**config.mk**
```make
export PLATFORM = sky130hd
export DESIGN_NAME = protobuf_wire_field_parser_core
export DESIGN_NICKNAME = d
export VERILOG_FILES = /design/src/sv/pwfp_pkg.sv /design/src/sv/pwfp_step.sv /design/src/sv/protobuf_wire_field_parser_core.sv
export SDC_FILE = /design/constraint.sdc
export NUM_CORES = 1
export LEC_CHECK = 0
export ABC_AREA = 0
export ABC_CLOCK_PERIOD_IN_PS = 6600
export BUFFER_PORTS_ARGS = -buffer_cell sky130_fd_sc_hd__buf_2
export CAP_MARGIN = 5
export CORE_MARGIN = 2
export CORE_UTILIZATION = 48
export DETAILED_ROUTE_END_ITERATION = 10
export PLACE_DENSITY = 0.74
export SYNTH_ARGS = -nofsm -noshare
export SYNTH_HDL_FRONTEND = slang
export SYNTH_SLANG_ARGS = --single-unit
```
**constraint.sdc**
```tcl
create_clock -name clk -period 6.6 [get_ports clk]
set_input_delay 0.66 -clock clk [delete_from_list [all_inputs] [get_ports clk]]
set_output_delay 0.66 -clock clk [all_outputs]
set_load 0.01 [all_outputs]
```
**src/sv/pwfp_pkg.sv**
```systemverilog
`default_nettype none

package pwfp_pkg;

    // Parser phase, one-hot.
    typedef enum logic [4:0] {
        PH_TAG   = 5'b00001,
        PH_VALUE = 5'b00010,
        PH_LEN   = 5'b00100,
        PH_SKIP  = 5'b01000,
        PH_DROP  = 5'b10000
    } phase_t;

    // Result event codes.
    localparam logic [2:0] EV_VARINT  = 3'd0;
    localparam logic [2:0] EV_FIXED64 = 3'd1;
    localparam logic [2:0] EV_LENGTH  = 3'd2;
    localparam logic [2:0] EV_FIXED32 = 3'd3;
    localparam logic [2:0] EV_END     = 3'd4;
    localparam logic [2:0] EV_BADWIRE = 3'd5;
    localparam logic [2:0] EV_TRUNC   = 3'd6;

    // Wire types that the parser accepts.
    localparam logic [2:0] WT_VARINT  = 3'd0;
    localparam logic [2:0] WT_FIXED64 = 3'd1;
    localparam logic [2:0] WT_LENGTH  = 3'd2;
    localparam logic [2:0] WT_FIXED32 = 3'd5;

    // One result item, with its valid flag.
    typedef struct packed {
        logic        valid;
        logic [2:0]  evt;
        logic [31:0] fnum;
        logic [2:0]  wkind;
        logic [63:0] value;
        logic        last;
    } res_t;

endpackage

`default_nettype wire

```
**src/sv/pwfp_step.sv**
```systemverilog
`default_nettype none

module pwfp_step
    import pwfp_pkg::*;
#(
    parameter int MAX_VARINT_BYTES = 10,
    parameter int LENGTH_WIDTH     = 32
) (
    input  wire phase_t             phase,
    input  wire logic [63:0]        acc,
    input  wire logic [3:0]         cnt,
    input  wire logic [31:0]        fnum,
    input  wire logic [2:0]         wtype,
    input  wire logic [LENGTH_WIDTH-1:0] skip,
    input  wire logic [7:0]         data_byte,
    input  wire logic               last_byte,
    output phase_t                  phase_next,
    output logic [63:0]             acc_next,
    output logic [3:0]              cnt_next,
    output logic [31:0]             fnum_next,
    output logic [2:0]              wtype_next,
    output logic [LENGTH_WIDTH-1:0] skip_next,
    output res_t                    res
);

    logic [6:0]              sh7;
    logic [5:0]              sh;
    logic [63:0]             acc_upd;
    logic [3:0]              cnt_inc;
    logic                    vdone;
    logic [31:0]             fnum_dec;
    logic [2:0]              wtype_dec;
    logic                    len_big;
    logic [LENGTH_WIDTH-1:0] skip_dec;

    // Varint accumulation: seven payload bits per byte at offset 7 * count.
    assign sh7       = {cnt, 3'b000} - {3'b000, cnt};
    assign sh        = sh7[5:0];
    assign acc_upd   = acc | ({57'd0, data_byte[6:0]} << sh);
    assign cnt_inc   = cnt + 4'd1;
    assign vdone     = !data_byte[7] || (cnt_inc >= 4'(MAX_VARINT_BYTES));
    assign fnum_dec  = acc_upd[34:3];
    assign wtype_dec = acc_upd[2:0];
    assign len_big   = (acc_upd >> LENGTH_WIDTH) != 64'd0;
    assign skip_dec  = skip - LENGTH_WIDTH'(1);

    // Next state and result for one byte.
    always_comb
    begin
        phase_next = phase;
        acc_next   = acc;
        cnt_next   = cnt;
        fnum_next  = fnum;
        wtype_next = wtype;
        skip_next  = skip;
        res.valid  = 1'b0;
        res.evt    = EV_TRUNC;
        res.fnum   = fnum;
        res.wkind  = wtype;
        res.value  = 64'd0;
        res.last   = last_byte;

        case (phase)
            PH_TAG, PH_VALUE, PH_LEN:
            begin
                acc_next = acc_upd;
                cnt_next = cnt_inc;
                if (!vdone)
                begin
                    // A varint cut off by the end of the buffer.
                    if (last_byte)
                    begin
                        res.valid = 1'b1;
                        res.evt   = EV_TRUNC;
                        if (phase == PH_TAG)
                        begin
                            res.fnum  = 32'd0;
                            res.wkind = 3'd0;
                        end
                    end
                end
                else if (phase == PH_TAG)
                begin
                    fnum_next  = fnum_dec;
                    wtype_next = wtype_dec;
                    acc_next   = 64'd0;
                    cnt_next   = 4'd0;
                    res.fnum   = fnum_dec;
                    res.wkind  = wtype_dec;
                    if (fnum_dec == 32'd0)
                    begin
                        res.valid  = 1'b1;
                        res.evt    = EV_END;
                        phase_next = PH_DROP;
                    end
                    else
                    begin
                        case (wtype_dec)
                            WT_VARINT:  phase_next = PH_VALUE;
                            WT_LENGTH:  phase_next = PH_LEN;
                            WT_FIXED64:
                            begin
                                phase_next = PH_SKIP;
                                skip_next  = LENGTH_WIDTH'(8);
                            end
                            WT_FIXED32:
                            begin
                                phase_next = PH_SKIP;
                                skip_next  = LENGTH_WIDTH'(4);
                            end
                            default:
                            begin
                                res.valid  = 1'b1;
                                res.evt    = EV_BADWIRE;
                                phase_next = PH_DROP;
                            end
                        endcase
                        // A tag whose payload never arrives.
                        if (!res.valid && last_byte)
                        begin
                            res.valid = 1'b1;
                            res.evt   = EV_TRUNC;
                        end
                    end
                end
                else if (phase == PH_VALUE)
                begin
                    res.valid  = 1'b1;
                    res.evt    = EV_VARINT;
                    res.value  = acc_upd;
                    acc_next   = 64'd0;
                    cnt_next   = 4'd0;
                    phase_next = PH_TAG;
                end
                else
                begin
                    // Length varint done; the accumulator keeps the length.
                    cnt_next = 4'd0;
                    if (len_big)
                    begin
                        res.valid  = 1'b1;
                        res.evt    = EV_TRUNC;
                        phase_next = PH_DROP;
                    end
                    else if (acc_upd == 64'd0)
                    begin
                        res.valid  = 1'b1;
                        res.evt    = EV_LENGTH;
                        acc_next   = 64'd0;
                        phase_next = PH_TAG;
                    end
                    else
                    begin
                        skip_next  = acc_upd[LENGTH_WIDTH-1:0];
                        phase_next = PH_SKIP;
                        if (last_byte)
                        begin
                            res.valid = 1'b1;
                            res.evt   = EV_TRUNC;
                        end
                    end
                end
            end

            PH_SKIP:
            begin
                skip_next = skip_dec;
                if (skip_dec == LENGTH_WIDTH'(0))
                begin
                    res.valid  = 1'b1;
                    acc_next   = 64'd0;
                    phase_next = PH_TAG;
                    if (wtype == WT_LENGTH)
                    begin
                        res.evt   = EV_LENGTH;
                        res.wkind = WT_LENGTH;
                        res.value = acc;
                    end
                    else if (wtype == WT_FIXED64)
                    begin
                        res.evt   = EV_FIXED64;
                        res.wkind = WT_FIXED64;
                    end
                    else
                    begin
                        res.evt = EV_FIXED32;
                    end
                end
                else if (last_byte)
                begin
                    res.valid = 1'b1;
                    res.evt   = EV_TRUNC;
                end
            end

            default:
            begin
                // Dropping bytes until the end of the buffer.
            end
        endcase

        // The last byte of a buffer returns the parser to its start state.
        if (last_byte)
        begin
            phase_next = PH_TAG;
            acc_next   = 64'd0;
            cnt_next   = 4'd0;
            fnum_next  = 32'd0;
            wtype_next = 3'd0;
            skip_next  = '0;
        end
    end

endmodule

`default_nettype wire

```
**src/sv/protobuf_wire_field_parser_core.sv**
```systemverilog
`default_nettype none

// Protobuf wire-format field parser. Message bytes enter on the input channel
// one per transfer, with last_byte marking the end of each buffer; each byte
// yields zero or one result, which appears on the output channel in the cycle
// after the byte is taken. The parser takes one byte every cycle: the whole
// per-byte update (varint shift-or, tag decode, skip count) is combinational
// from the state registers to the result register, and the input is held
// off only while a result waits in that register and out_ready is low.
module protobuf_wire_field_parser_core
    import pwfp_pkg::*;
#(
    parameter int MAX_VARINT_BYTES = 10,
    parameter int LENGTH_WIDTH     = 32
) (
    input  wire logic        clk,
    input  wire logic        rst_n,
    input  wire logic        in_valid,
    output logic             in_ready,
    input  wire logic [7:0]  data_byte,
    input  wire logic        last_byte,
    output logic             out_valid,
    input  wire logic        out_ready,
    output logic [2:0]       event_res,
    output logic [31:0]      field_num,
    output logic [2:0]       wire_kind,
    output logic [63:0]      field_value,
    output logic             buffer_end
);

    phase_t                  phase_reg, phase_next;
    logic [63:0]             acc_reg, acc_next;
    logic [3:0]              cnt_reg, cnt_next;
    logic [31:0]             fnum_reg, fnum_next;
    logic [2:0]              wtype_reg, wtype_next;
    logic [LENGTH_WIDTH-1:0] skip_reg, skip_next;
    res_t                    res;
    logic                    out_valid_reg;
    res_t                    out_reg;
    logic                    in_xfer;

    assign in_ready = !out_valid_reg || out_ready;
    assign in_xfer  = in_valid && in_ready;

    // Per-byte parser logic.
    pwfp_step #(
        .MAX_VARINT_BYTES (MAX_VARINT_BYTES),
        .LENGTH_WIDTH     (LENGTH_WIDTH)
    ) u_step (
        .phase      (phase_reg),
        .acc        (acc_reg),
        .cnt        (cnt_reg),
        .fnum       (fnum_reg),
        .wtype      (wtype_reg),
        .skip       (skip_reg),
        .data_byte  (data_byte),
        .last_byte  (last_byte),
        .phase_next (phase_next),
        .acc_next   (acc_next),
        .cnt_next   (cnt_next),
        .fnum_next  (fnum_next),
        .wtype_next (wtype_next),
        .skip_next  (skip_next),
        .res        (res)
    );

    // Parser state advances on each input transfer.
    always_ff @(posedge clk or negedge rst_n)
    begin
        if (!rst_n)
        begin
            phase_reg <= PH_TAG;
            acc_reg   <= 64'd0;
            cnt_reg   <= 4'd0;
            fnum_reg  <= 32'd0;
            wtype_reg <= 3'd0;
            skip_reg  <= '0;
        end
        else if (in_xfer)
        begin
            phase_reg <= phase_next;
            acc_reg   <= acc_next;
            cnt_reg   <= cnt_next;
            fnum_reg  <= fnum_next;
            wtype_reg <= wtype_next;
            skip_reg  <= skip_next;
        end
    end

    // Result register valid flag.
    always_ff @(posedge clk or negedge rst_n)
    begin
        if (!rst_n)
        begin
            out_valid_reg <= 1'b0;
        end
        else if (in_xfer)
        begin
            out_valid_reg <= res.valid;
        end
        else if (out_ready)
        begin
            out_valid_reg <= 1'b0;
        end
    end

    // Result payload.
    always_ff @(posedge clk)
    begin
        if (in_xfer && res.valid)
        begin
            out_reg <= res;
        end
    end

    assign out_valid   = out_valid_reg;
    assign event_res   = out_reg.evt;
    assign field_num   = out_reg.fnum;
    assign wire_kind   = out_reg.wkind;
    assign field_value = out_reg.value;
    assign buffer_end  = out_reg.last;

endmodule

`default_nettype wire
```
==> results of run 1 <==
-- layout by cell type (no fill, tap or decap), types with 9 or more instances in the layout --
cell type and count:
nand2_1 164, nand3_1 25, a31oi_1 14, xor2_1 10, and2_1 17, o22ai_1 20
a21oi_1 148, nor3b_1 9, and3_1 12, xnor2_1 12, nor3_1 26, o31ai_1 39
buf_2 116, edfxtp_1 103, o21ai_0 90, a32o_1 20, buf_4 40, o21a_1 21
nand4_1 17, or3_1 15, dfrtp_1 140, clkbuf_16 26, inv_1 12, nand2b_1 9
nor4_1 20, nor2_1 151
-- cells by family after synthesis --
family	Yosys count	share of synthesized area
AND/OR/NAND/NOR	523	0.192
AO/OA/AOI/OAI	475	0.236
flip-flops	244	0.497
buffers and inverters	110	0.0365
XOR/XNOR	23	0.0157
multiplexers	18	0.0168
adder cells (fa/ha/maj)	6	0.00563
-- report_power, final --
group,internal [mW],switching [mW],leakage [nW]
Clock,0.782,0.632,0.387
Sequential,2.18,0.344,2.92
Combinational,1.66,3.59,2.56
Total,4.63,4.57,5.86
-- metal layers --
| layer | global-route usage | vias to the layer above |
|---|---|---|
| met5 | 0 | - |
| met4 | 0.127 | 0 |
| met3 | 0.0504 | 115 |
| met2 | 0.446 | 666 |
| met1 | 0.432 | 5778 |
| li1 | - | 5431 |
-- final cells by class --
type                            count  area, um^2
Inverter                           13        48.8
Multi-Input combinational cell   1045        6250
Timing Repair Buffer              158         912
Tap cell                          378         473
Fill cell                        2459       12400
Clock buffer                       33         687
Sequential cell                   244        6620
Clock inverter                     14         124
-- worst paths after layout --
| check | slack [ns] | cells after the start | endpoint |
|---|---|---|---|
| worst max-delay path | 1.12 | 12 | field_num[31]$_DFFE_PP_ |
| worst min-delay path | 0.19 | 1 | fnum_reg[20]$_DFFE_PN0P_ |
| worst max register to register | 1.12 | 12 | field_num[31]$_DFFE_PP_ |
| worst min register to register | 0.48 | 2 | fnum_reg[16]$_DFFE_PN0P_ |
| max in group asynchronous | 5.22 | 2 | skip_reg[14]$_DFFE_PN0P_ |
| min in group clk | 0.40 | 2 | out_valid$_DFFE_PN0P_ |
-- through the flow --
stage          hold slack (ns)  cell area [um^2]   util  worst slack, ns  power, mW
5_1_grt                  0.286             15100  0.549            0.787       9.70
2_1_floorplan            0.364             13300      -           0.0942       5.93
4_1_cts                  0.232             15100  0.549             1.16       9.10
3_3_place_gp             0.459             14300  0.519             1.29       7.65
3_5_place_dp             0.466             14300  0.519             1.24       7.65
6_report                 0.195             15100  0.549             1.12       9.19
-- critical path: cells and delay by family (launching register included) --
kind	cells	cell delay, ns
AO/OA/AOI/OAI	4	1.58
multiplexers	2	1.05
AND/OR/NAND/NOR	3	0.89
adder cells (fa/ha/maj)	1	0.71
buffers and inverters	2	0.53
flip-flops	1	0.36
==> summary.md, run 1 <==
| Metric | Value |
|---|---|
| Outcome | `finished, final reports clean` |
| Antenna diodes | `0` |
| Final clock period utilization by the worst path | `0.831` |
| Commonest cells post-synth | `165 x nand2_1, 152 x nor2_1, 149 x a21oi_1` |
| HPWL Detailed | `30,400 um` |
| Yosys top cell by area | `dfrtp_1` |
| Proportion of layout cells with a drive suffix above 1 | `0.168` |
| Critical Path Sink Type | `flop` |
| Total global-route track usage | `0.300` |
| Worst-path cell with the longest stage delay | `ha_1` |
| Avg WL per Cell | `23.1 um` |
| Remaining DRCs | `0` |
| Most frequent cell after synthesis | `nand2_1` |
| Synthesized cell area | `13,300 um^2` |
| Syn Nets | `1,418` |
| Avg Vias per Cell | `6.36` |
| Clk pin slew, worst setup/hold paths | `0.07 ns` |
| CP max stage delay | `0.71 ns` |
| Post-CTS Setup Repair Bufs | `0` |
| First-pass GRT wire length | `66,600 um` |
| Slew Limit Headroom | `0.211` |
| Worst min-delay path class | `input pin to asynchronous set/reset pin` |
| Die area | `29,100 um^2` |
| DRT iter0 DRCs | `1,435` |
| Met3 wire len | `4200 um` |
| Post-synth ARST share | `0.578` |
| Top FF cell, synth | `dfrtp_1` |
| Synthesized instance count | `1,399` |
| Hold Buf Count CTS | `0` |
| Die W | `171 um` |
| Leak pwr | `5.86 nW` |
| Fmax | `0.182 GHz` |
| Crit path top cell by count | `nor2_1` |
| Resized Gates After CTS | `0` |
| Die Height | `171 um` |
| I/O Pins | `118` |
| EDFF count, synth | `103` |
| Critical Path AT | `5.70 ns` |
| CP Max Fanout | `30` |
| P per Cell Area | `608 nW/um^2` |
| RSZ-0062 raised after global routing | `false` |
| Core outline area | `27,600 um^2` |
| Final hold violation count | `0` |
| Layout Nets | `1,507` |
| Largest net degree at the start of global routing | `93` |
| Worst setup SP type | `flop` |
| Reg2reg start | `cnt_reg[0]$_DFFE_PN0P_` |
| CTS sink cnt | `244` |
| Critical Path RT | `6.81 ns` |
| Placed cell count | `1,838` |
| Routed met2 length | `19,100 um` |
| Ranking of synthesized cells by area | `dfrtp_1 26%, edfxtp_1 23%, a21oi_1 5.6%, nand2_1 4.6%, nor2_1 4.3%` |
| CTS H-Tree Depth | `1` |
| Final clock skew | `0.0273 ns` |
| Worst setup path start | `cnt_reg[0]$_DFFE_PN0P_` |
| Max Used Layer | `met4` |
| Initial Util | `0.484` |
| Worst slew pin tran | `1.18 ns` |
| Via count | `12.0k` |
| Number of buffers created by CTS | `26` |
| Crit path kind | `flop to flop` |
| CTS tree | `done` |
| #FFs+latches synth | `244` |
| CTS max path bufs | `3` |
| Antenna-violating nets left | `0` |
| Routed wire length | `43,600 um` |
| Synth cell types | `101` |
| Setup TNS | `0 ns` |
| Post-synth top area share | `0.263` |
| Port-buffer cells | `117` |
| IR drop worst, VDD | `0.315 mV` |
| Max-Cap Viols | `0` |
| Placer Congestion | `0.996` |
| Final min period | `5.48 ns` |
| Std cell rows | `61` |
| Slew Viols, Final | `0` |
| Worst-Skew Late Latency | `0.56 ns` |
| Routed metal-1 wire length | `18,300 um` |
| Final instance count without filler cells | `1,885` |
| Root buf cell | `clkbuf_16` |
| Seq/Total Area, Yosys | `0.497` |
| Crit-path cells | `inv_2 > ha_1 > mux2_2 > mux2i_1 > o32ai_2 > a21oi_1 > or4b_1 > nor2_1 > nor2_1 > a21boi_1 > a22o_4 > buf_4` |
| Vias in the first global route | `11.2k` |
| Initial antenna violation count | `0` |
| Synth Warn # | `0` |
| Post-Syn Area per Cell | `9.53 um^2` |
| Drt pass-1 iters | `5` |
| Final-report setup violation count | `0` |
| Area grow syn2layout | `13.4%` |
| Grt ovf | `0` |
Power figures use the tool's default switching activity.
==> run 2: changes to the inputs <==
--- a/config.mk
+++ b/config.mk
@@ -6,13 +6,13 @@
 export NUM_CORES = 1
 export LEC_CHECK = 0
 export ABC_AREA = 0
-export ABC_CLOCK_PERIOD_IN_PS = 6600
+export ABC_CLOCK_PERIOD_IN_PS = 5650
 export BUFFER_PORTS_ARGS = -buffer_cell sky130_fd_sc_hd__buf_2
 export CAP_MARGIN = 5
 export CORE_MARGIN = 2
 export CORE_UTILIZATION = 48
 export DETAILED_ROUTE_END_ITERATION = 10
-export PLACE_DENSITY = 0.74
+export PLACE_DENSITY = 0.71
 export SYNTH_ARGS = -nofsm -noshare
 export SYNTH_HDL_FRONTEND = slang
 export SYNTH_SLANG_ARGS = --single-unit
==> constraint.sdc (replaced) <==
create_clock -name clk -period 5.65 [get_ports clk]
set_input_delay 0.565 -clock clk [delete_from_list [all_inputs] [get_ports clk]]
set_output_delay 0.565 -clock clk [all_outputs]
set_load 0.01 [all_outputs]
==> summary.md, run 2 (synthesis gave the netlist of run 1 again) <==
| Metric | Value |
|---|---|
| Number of buffers created by CTS | `26 (unchanged)` |
| Leak pwr | `5.94 nW (+1.3%)` |
| Final clock skew | `0.0276 ns (+0.000282 ns)` |
| Final clock period utilization by the worst path | `0.929 (+0.0982)` |
| Initial antenna violation count | `2 (+2)` |
| Reg2reg start | `cnt_reg[0]$_DFFE_PN0P_` |
| Crit path kind | `flop to flop` |
| Placed cell count | `1,849 (+0.60%)` |
| Critical Path AT | `5.69 ns (about the same)` |
| Setup WS pre-CTS | `0.578 ns (-0.661 ns)` |
| Clk pin slew, worst setup/hold paths | `0.07 ns (about the same)` |
| Placer Congestion | `1.02 (+2.6%)` |
| Total global-route track usage | `0.306 (+0.00657)` |
| CTS H-Tree Depth | `1 (unchanged)` |
| Core outline area | `27,600 um^2 (unchanged)` |
| Grt ovf | `0 (unchanged)` |
| Worst min-delay path class | `input pin to asynchronous set/reset pin` |
| First-pass GRT wire length | `67,900 um (+1.9%)` |
| Antenna-violating nets left | `0 (unchanged)` |
| Worst-Skew Late Latency | `0.55 ns (about the same)` |
| I/O Pins | `118 (unchanged)` |
| Slew Limit Headroom | `0.177 (-0.0339)` |
| Die area | `29,100 um^2 (unchanged)` |
| Drt pass-1 iters | `5 (unchanged)` |
| NetSw | `5.44 mW (+19%)` |
| Critical Path RT | `6.09 ns (-0.72 ns)` |
| Commonest non-fill, non-tap cell in the layout | `nand2_1` |
| Power Internal | `5.50 mW (+19%)` |
| Std cell rows | `61 (unchanged)` |
| Worst setup path start | `cnt_reg[0]$_DFFE_PN0P_` |
| Port-buffer cells | `117 (unchanged)` |
| Max-Cap Viols | `0 (unchanged)` |
| Avg WL per Cell | `23.6 um (+2.1%)` |
| DRT iter0 DRCs | `1,605 (+12%)` |
| Via count | `12.1k (+0.95%)` |
| Fmax | `0.190 GHz (+4.5%)` |
| Die Height | `171 um (unchanged)` |
| Hold Buf Count CTS | `0 (unchanged)` |
| CTS max path bufs | `3 (unchanged)` |
| Initial Util | `0.484 (unchanged)` |
| CP Max Fanout | `23 (-23%)` |
| Final hold violation count | `0 (unchanged)` |
| Worst slew pin tran | `1.24 ns (+0.0521 ns)` |
| Vias in the first global route | `11.3k (+0.86%)` |
| Clock share of power | `0.154 (about the same)` |
| Layout Nets | `1,518 (+0.73%)` |
| Total power | `10.9 mW (+19%)` |
| Switching part of the total | `0.497 (+0.000600)` |
| Final-report setup violation count | `0 (unchanged)` |
| Avg Vias per Cell | `6.37 (+0.21%)` |
| Worst setup SP type | `flop` |
| HPWL Detailed | `31,600 um (+3.9%)` |
| Resized Gates After CTS | `0 (unchanged)` |
| Critical Path Sink Type | `flop` |
| Routed wire length | `44,800 um (+2.9%)` |
| CTS tree | `done` |
| CTS sink cnt | `244 (unchanged)` |
| Setup TNS | `0 ns (unchanged)` |
| Post-CTS Setup Repair Bufs | `0 (unchanged)` |
| IR drop worst, VDD | `0.388 mV (+23%)` |
| Die W | `171 um (unchanged)` |
| Sequential share of power | `0.269 (-0.006)` |
| Proportion of layout cells with a drive suffix above 1 | `0.175 (+0.00723)` |
| Outcome | `finished, final reports clean` |
| Remaining DRCs | `0 (unchanged)` |
| WHS | `0.104 ns (-0.0907 ns)` |
| Combinational share of power | `0.577 (+0.006)` |
| Slew Viols, Final | `0 (unchanged)` |
| Final worst slack | `0.400 ns (-0.716 ns)` |
| Area grow syn2layout | `14.3%` |
| Most frequent cells in the layout | `164 x nand2_1, 151 x nor2_1, 148 x a21oi_1` |
| Final min period | `5.25 ns (-0.234 ns)` |
| Largest net degree at the start of global routing | `95 (+2.2%)` |
| RSZ-0062 raised after global routing | `false` |
| Root buf cell | `clkbuf_16` |
| Fill cells | `2,459 (unchanged)` |
| P per Cell Area | `718 nW/um^2 (+18%)` |
| Final instance count without filler cells | `1,899 (+0.74%)` |
==> run 2: layout make-up <==
class	count	area, um^2	share of cell area
Timing Repair Buffer	169	1010	0.0661
Multi-Input combinational cell	1045	6240	0.410
Inverter	13	48.8	0.00320
Tap cell	378	473	0.0310
Clock buffer	26	651	0.0427
Sequential cell	244	6620	0.435
Clock inverter	22	185	0.0122
Antenna cell	2	5.00	0.000329
==> run 2: metrics by stage <==
stage,cell area (um^2),util
2_1_floorplan,13300,-
3_3_place_gp,14400,0.522
3_5_place_dp,14400,0.522
4_1_cts,15200,0.553
5_1_grt,15200,0.553
6_report,15200,0.553
==> run 2: critical path, stage by stage, from the launching register on <==
cell and delay (ns):
dfrtp_1 0.48, inv_2 0.07, ha_1 0.62, mux2_2 0.43, nand3_1 0.09, nand4_1 0.34, a2111oi_0 0.56, nand4_1 0.20
or4b_1 0.62, o21ai_4 0.19, o31ai_2 0.12, o31ai_4 0.98, mux2_2 0.43
==> run 2: routing by layer <==
| layer | share of wire | global-route usage |
|---|---|---|
| met1 | 0.44 | 0.451 |
| met2 | 0.43 | 0.450 |
| met3 | 0.098 | 0.0562 |
| met4 | 0.037 | 0.113 |
| met5 | 0 | 0 |
==> run 2: final timing paths <==
kind | slack (ns) | end | cells after the start
worst max register to register | 0.40 | skip_reg[9]$_DFFE_PN0P_ | 12
worst max-delay path | 0.40 | skip_reg[9]$_DFFE_PN0P_ | 12
worst min-delay path | 0.10 | fnum_reg[16]$_DFFE_PN0P_ | 1
worst min register to register | 0.48 | fnum_reg[17]$_DFFE_PN0P_ | 2
max in group asynchronous | 4.34 | acc_reg[39]$_DFFE_PN0P_ | 2
min in group clk | 0.39 | out_valid$_DFFE_PN0P_ | 2
==> run 2: power groups by stage <==
| stage | clock network (mW) | registers (mW) | logic [mW] |
|---|---|---|---|
| after floorplan | 0 | 3.02 | 3.89 |
| after global placement | 0 | 2.94 | 6.12 |
| after detailed placement | 0 | 2.96 | 6.14 |
| after CTS | 1.71 | 2.93 | 6.16 |
| after global routing | 1.77 | 3.01 | 6.73 |
| final | 1.69 | 2.94 | 6.31 |
==> run 3: changes to the inputs <==
--- a/config.mk
+++ b/config.mk
@@ -11,8 +11,9 @@
 export CAP_MARGIN = 5
 export CORE_MARGIN = 2
 export CORE_UTILIZATION = 48
+export CTS_BUF_LIST = sky130_fd_sc_hd__clkbuf_8
 export DETAILED_ROUTE_END_ITERATION = 10
-export PLACE_DENSITY = 0.71
+export PLACE_DENSITY = 0.66
 export SYNTH_ARGS = -nofsm -noshare
 export SYNTH_HDL_FRONTEND = slang
 export SYNTH_SLANG_ARGS = --single-unit
==> summary.md, run 3 (synthesis gave the netlist of run 1 again) <==
| Metric | Value |
|---|---|
| CTS H-Tree Depth | `2 (+1)` |
| Avg WL per Cell | `23.0 um (-2.5%)` |
| Die area | `29,100 um^2 (unchanged)` |
| Avg Vias per Cell | `6.31 (-1.0%)` |
| Antenna-violating nets left | `0 (unchanged)` |
| Std cell rows | `61 (unchanged)` |
| Layout Nets | `1,536 (+1.2%)` |
| Max-Cap Viols | `0 (unchanged)` |
| I/O Pins | `118 (unchanged)` |
| Core outline area | `27,600 um^2 (unchanged)` |
| Drt pass-1 iters | `6 (+1)` |
| Clk pin slew, worst setup/hold paths | `0.06 ns (about the same)` |
| Combinational share of power | `0.579 (+0.002)` |
| Placed cell count | `1,851 (+0.11%)` |
| IR drop worst, VDD | `0.376 mV (-3.0%)` |
| Final instance count without filler cells | `1,929 (+1.6%)` |
| Vias in the first global route | `11.3k (-0.27%)` |
| Worst setup SP type | `flop` |
| Initial antenna violation count | `0 (-2)` |
| Critical path's top delay family | `simple AND/OR/NAND/NOR gates` |
| NetSw | `5.38 mW (-1.1%)` |
| Largest net degree at the start of global routing | `76 (-20%)` |
| CP Max Fanout | `29 (+26%)` |
| Remaining DRCs | `0 (unchanged)` |
| Critical Path AT | `5.31 ns (-0.38 ns)` |
| Outcome | `finished, final reports clean` |
| Number of buffers created by CTS | `42 (+62%)` |
| Grt ovf | `0 (unchanged)` |
| Proportion of layout cells with a drive suffix above 1 | `0.185 (+0.00993)` |
| Setup WS pre-CTS | `0.733 ns (+0.155 ns)` |
| Power Internal | `5.46 mW (-0.72%)` |
| DRT iter0 DRCs | `1,372 (-15%)` |
| Area occupied by multi-input gates | `6240 um^2 (about the same)` |
| Resized Gates After CTS | `0 (unchanged)` |
| Critical Path RT | `5.96 ns (-0.13 ns)` |
| Worst slew pin tran | `1.14 ns (-0.0970 ns)` |
| Hold Buf Count CTS | `0 (unchanged)` |
| Switching part of the total | `0.496 (-0.000987)` |
| Final-report setup violation count | `0 (unchanged)` |
| Worst-path cell with the longest stage delay | `or4_4` |
| Slew Viols, Final | `0 (unchanged)` |
| Initial Util | `0.484 (unchanged)` |
| Final worst slack | `0.651 ns (+0.250 ns)` |
| Setup TNS | `0 ns (unchanged)` |
| Commonest non-fill, non-tap cell in the layout | `nand2_1` |
| Critical Path Sink Type | `flop` |
| Final clock period utilization by the worst path | `0.885 (-0.0443)` |
| Worst R2R End | `field_value[55]$_DFFE_PP_` |
| Post-CTS Setup Repair Bufs | `0 (unchanged)` |
| Routed wire length | `44,400 um (-0.92%)` |
| First-pass GRT wire length | `68,000 um (+0.26%)` |
| P per Cell Area | `709 nW/um^2 (-1.3%)` |
| Total global-route track usage | `0.306 (-0.000317)` |
| Fill cells | `2,494 (+1.4%)` |
| R2R setup slack | `0.65 ns (+0.25 ns)` |
| Die W | `171 um (unchanged)` |
| Final clock skew | `0.0306 ns (+0.00306 ns)` |
| Die Height | `171 um (unchanged)` |
| Root buf cell | `clkbuf_8` |
| Final hold violation count | `0 (unchanged)` |
| FF/Latch Area | `6620 um^2 (unchanged)` |
| Antenna diodes | `0 (-2)` |
| HPWL Detailed | `31,000 um (-1.8%)` |
| Worst setup path start | `cnt_reg[1]$_DFFE_PN0P_` |
| Port-buffer cells | `117 (unchanged)` |
| Most frequent cells in the layout | `164 x nand2_1, 150 x nor2_1, 148 x a21oi_1` |
| Crit path kind | `flop to flop` |
| RSZ-0062 raised after global routing | `false` |
| Placed cell area | `14,400 um^2 (+0.21%)` |
| Clock share of power | `0.152 (-0.002)` |
| Worst-Skew Late Latency | `0.58 ns (+0.03 ns)` |
| Total number of cells along the worst setup path | `13 (+1)` |
| Final Cell Area | `15,300 um^2 (+0.35%)` |
| Leak pwr | `6.03 nW (+1.5%)` |
| Fmax | `0.200 GHz (+5.0%)` |
| CTS tree | `done` |
| Via count | `12.2k (+0.53%)` |
| Worst r2r path cells | `13 (+1)` |
| CP max stage delay | `0.53 ns (-0.45 ns)` |
| Reg2reg start | `cnt_reg[1]$_DFFE_PN0P_` |
| Critical Path Sink | `field_value[55]$_DFFE_PP_` |
| CTS max path bufs | `3 (unchanged)` |
| Placer Congestion | `1.01 (-1.4%)` |
| Worst min-delay path class | `input pin to asynchronous set/reset pin` |
| Crit-path cells | `inv_1 > ha_1 > xnor2_1 > a211oi_2 > nor2_1 > a211o_1 > or4_4 > nor4_4 > nand2_2 > or3_1 > a21boi_1 > a22o_4 > buf_12` |
| Area grow syn2layout | `14.7%` |
| WP buf/inv | `2 (+1)` |
| CTS sink cnt | `244 (unchanged)` |
| Sequential share of power | `0.269 (about the same)` |
| Final min period | `5.00 ns (-0.250 ns)` |
| Slew Limit Headroom | `0.241 (+0.0639)` |
[run 3: metrics by stage]
| step | utilization | power, mW | hold WS (ns) |
|---|---|---|---|
| 6_report | 0.555 | 10.8 | 0.00677 |
| 5_1_grt | 0.555 | 11.4 | 0.0619 |
| 4_1_cts | 0.555 | 10.7 | 0.0402 |
| 3_5_place_dp | 0.523 | 9.07 | 0.465 |
| 3_3_place_gp | 0.523 | 9.06 | 0.460 |
| 2_1_floorplan | - | 6.91 | 0.269 |
[run 3: worst min path at each step]
stage,start,end,cells after the start
after floorplan,rst_n,acc_reg[0]$_DFFE_PN0P_,0
after global placement,fnum_reg[8]$_DFFE_PN0P_,fnum_reg[8]$_DFFE_PN0P_,2
after detailed placement,fnum_reg[23]$_DFFE_PN0P_,fnum_reg[23]$_DFFE_PN0P_,2
after CTS,rst_n,fnum_reg[19]$_DFFE_PN0P_,1
after global routing,rst_n,fnum_reg[19]$_DFFE_PN0P_,1
final,rst_n,fnum_reg[19]$_DFFE_PN0P_,1
[run 3: metal layers]
metal  track usage  routed length (um)  vias to the layer above  part of all wire
li1              -                   -                     5498                 -
met1         0.447               19500                     5921              0.44
met2         0.460               19500                      650              0.44
met3        0.0583                4010                       99             0.090
met4        0.0933                1380                        0             0.031
met5             0                   0                        -                 0
[run 3: power groups by stage]
stage | registers, mW | clock network (mW) | logic, mW
CTS | 2.92 | 1.67 | 6.15
finish | 2.92 | 1.64 | 6.28
floorplan | 3.02 | 0 | 3.89
detailed placement | 2.94 | 0 | 6.13
global route | 3.00 | 1.74 | 6.70
global placement | 2.93 | 0 | 6.13
[run 3: layout make-up]
class                      instances  share of cell area
sequential                       244               0.433
multi-input combinational       1045               0.408
timing repair buffer             171              0.0677
clock buffer                      48              0.0432
tap                              378              0.0309
clock inverter                    30              0.0133
inverter                          13             0.00319
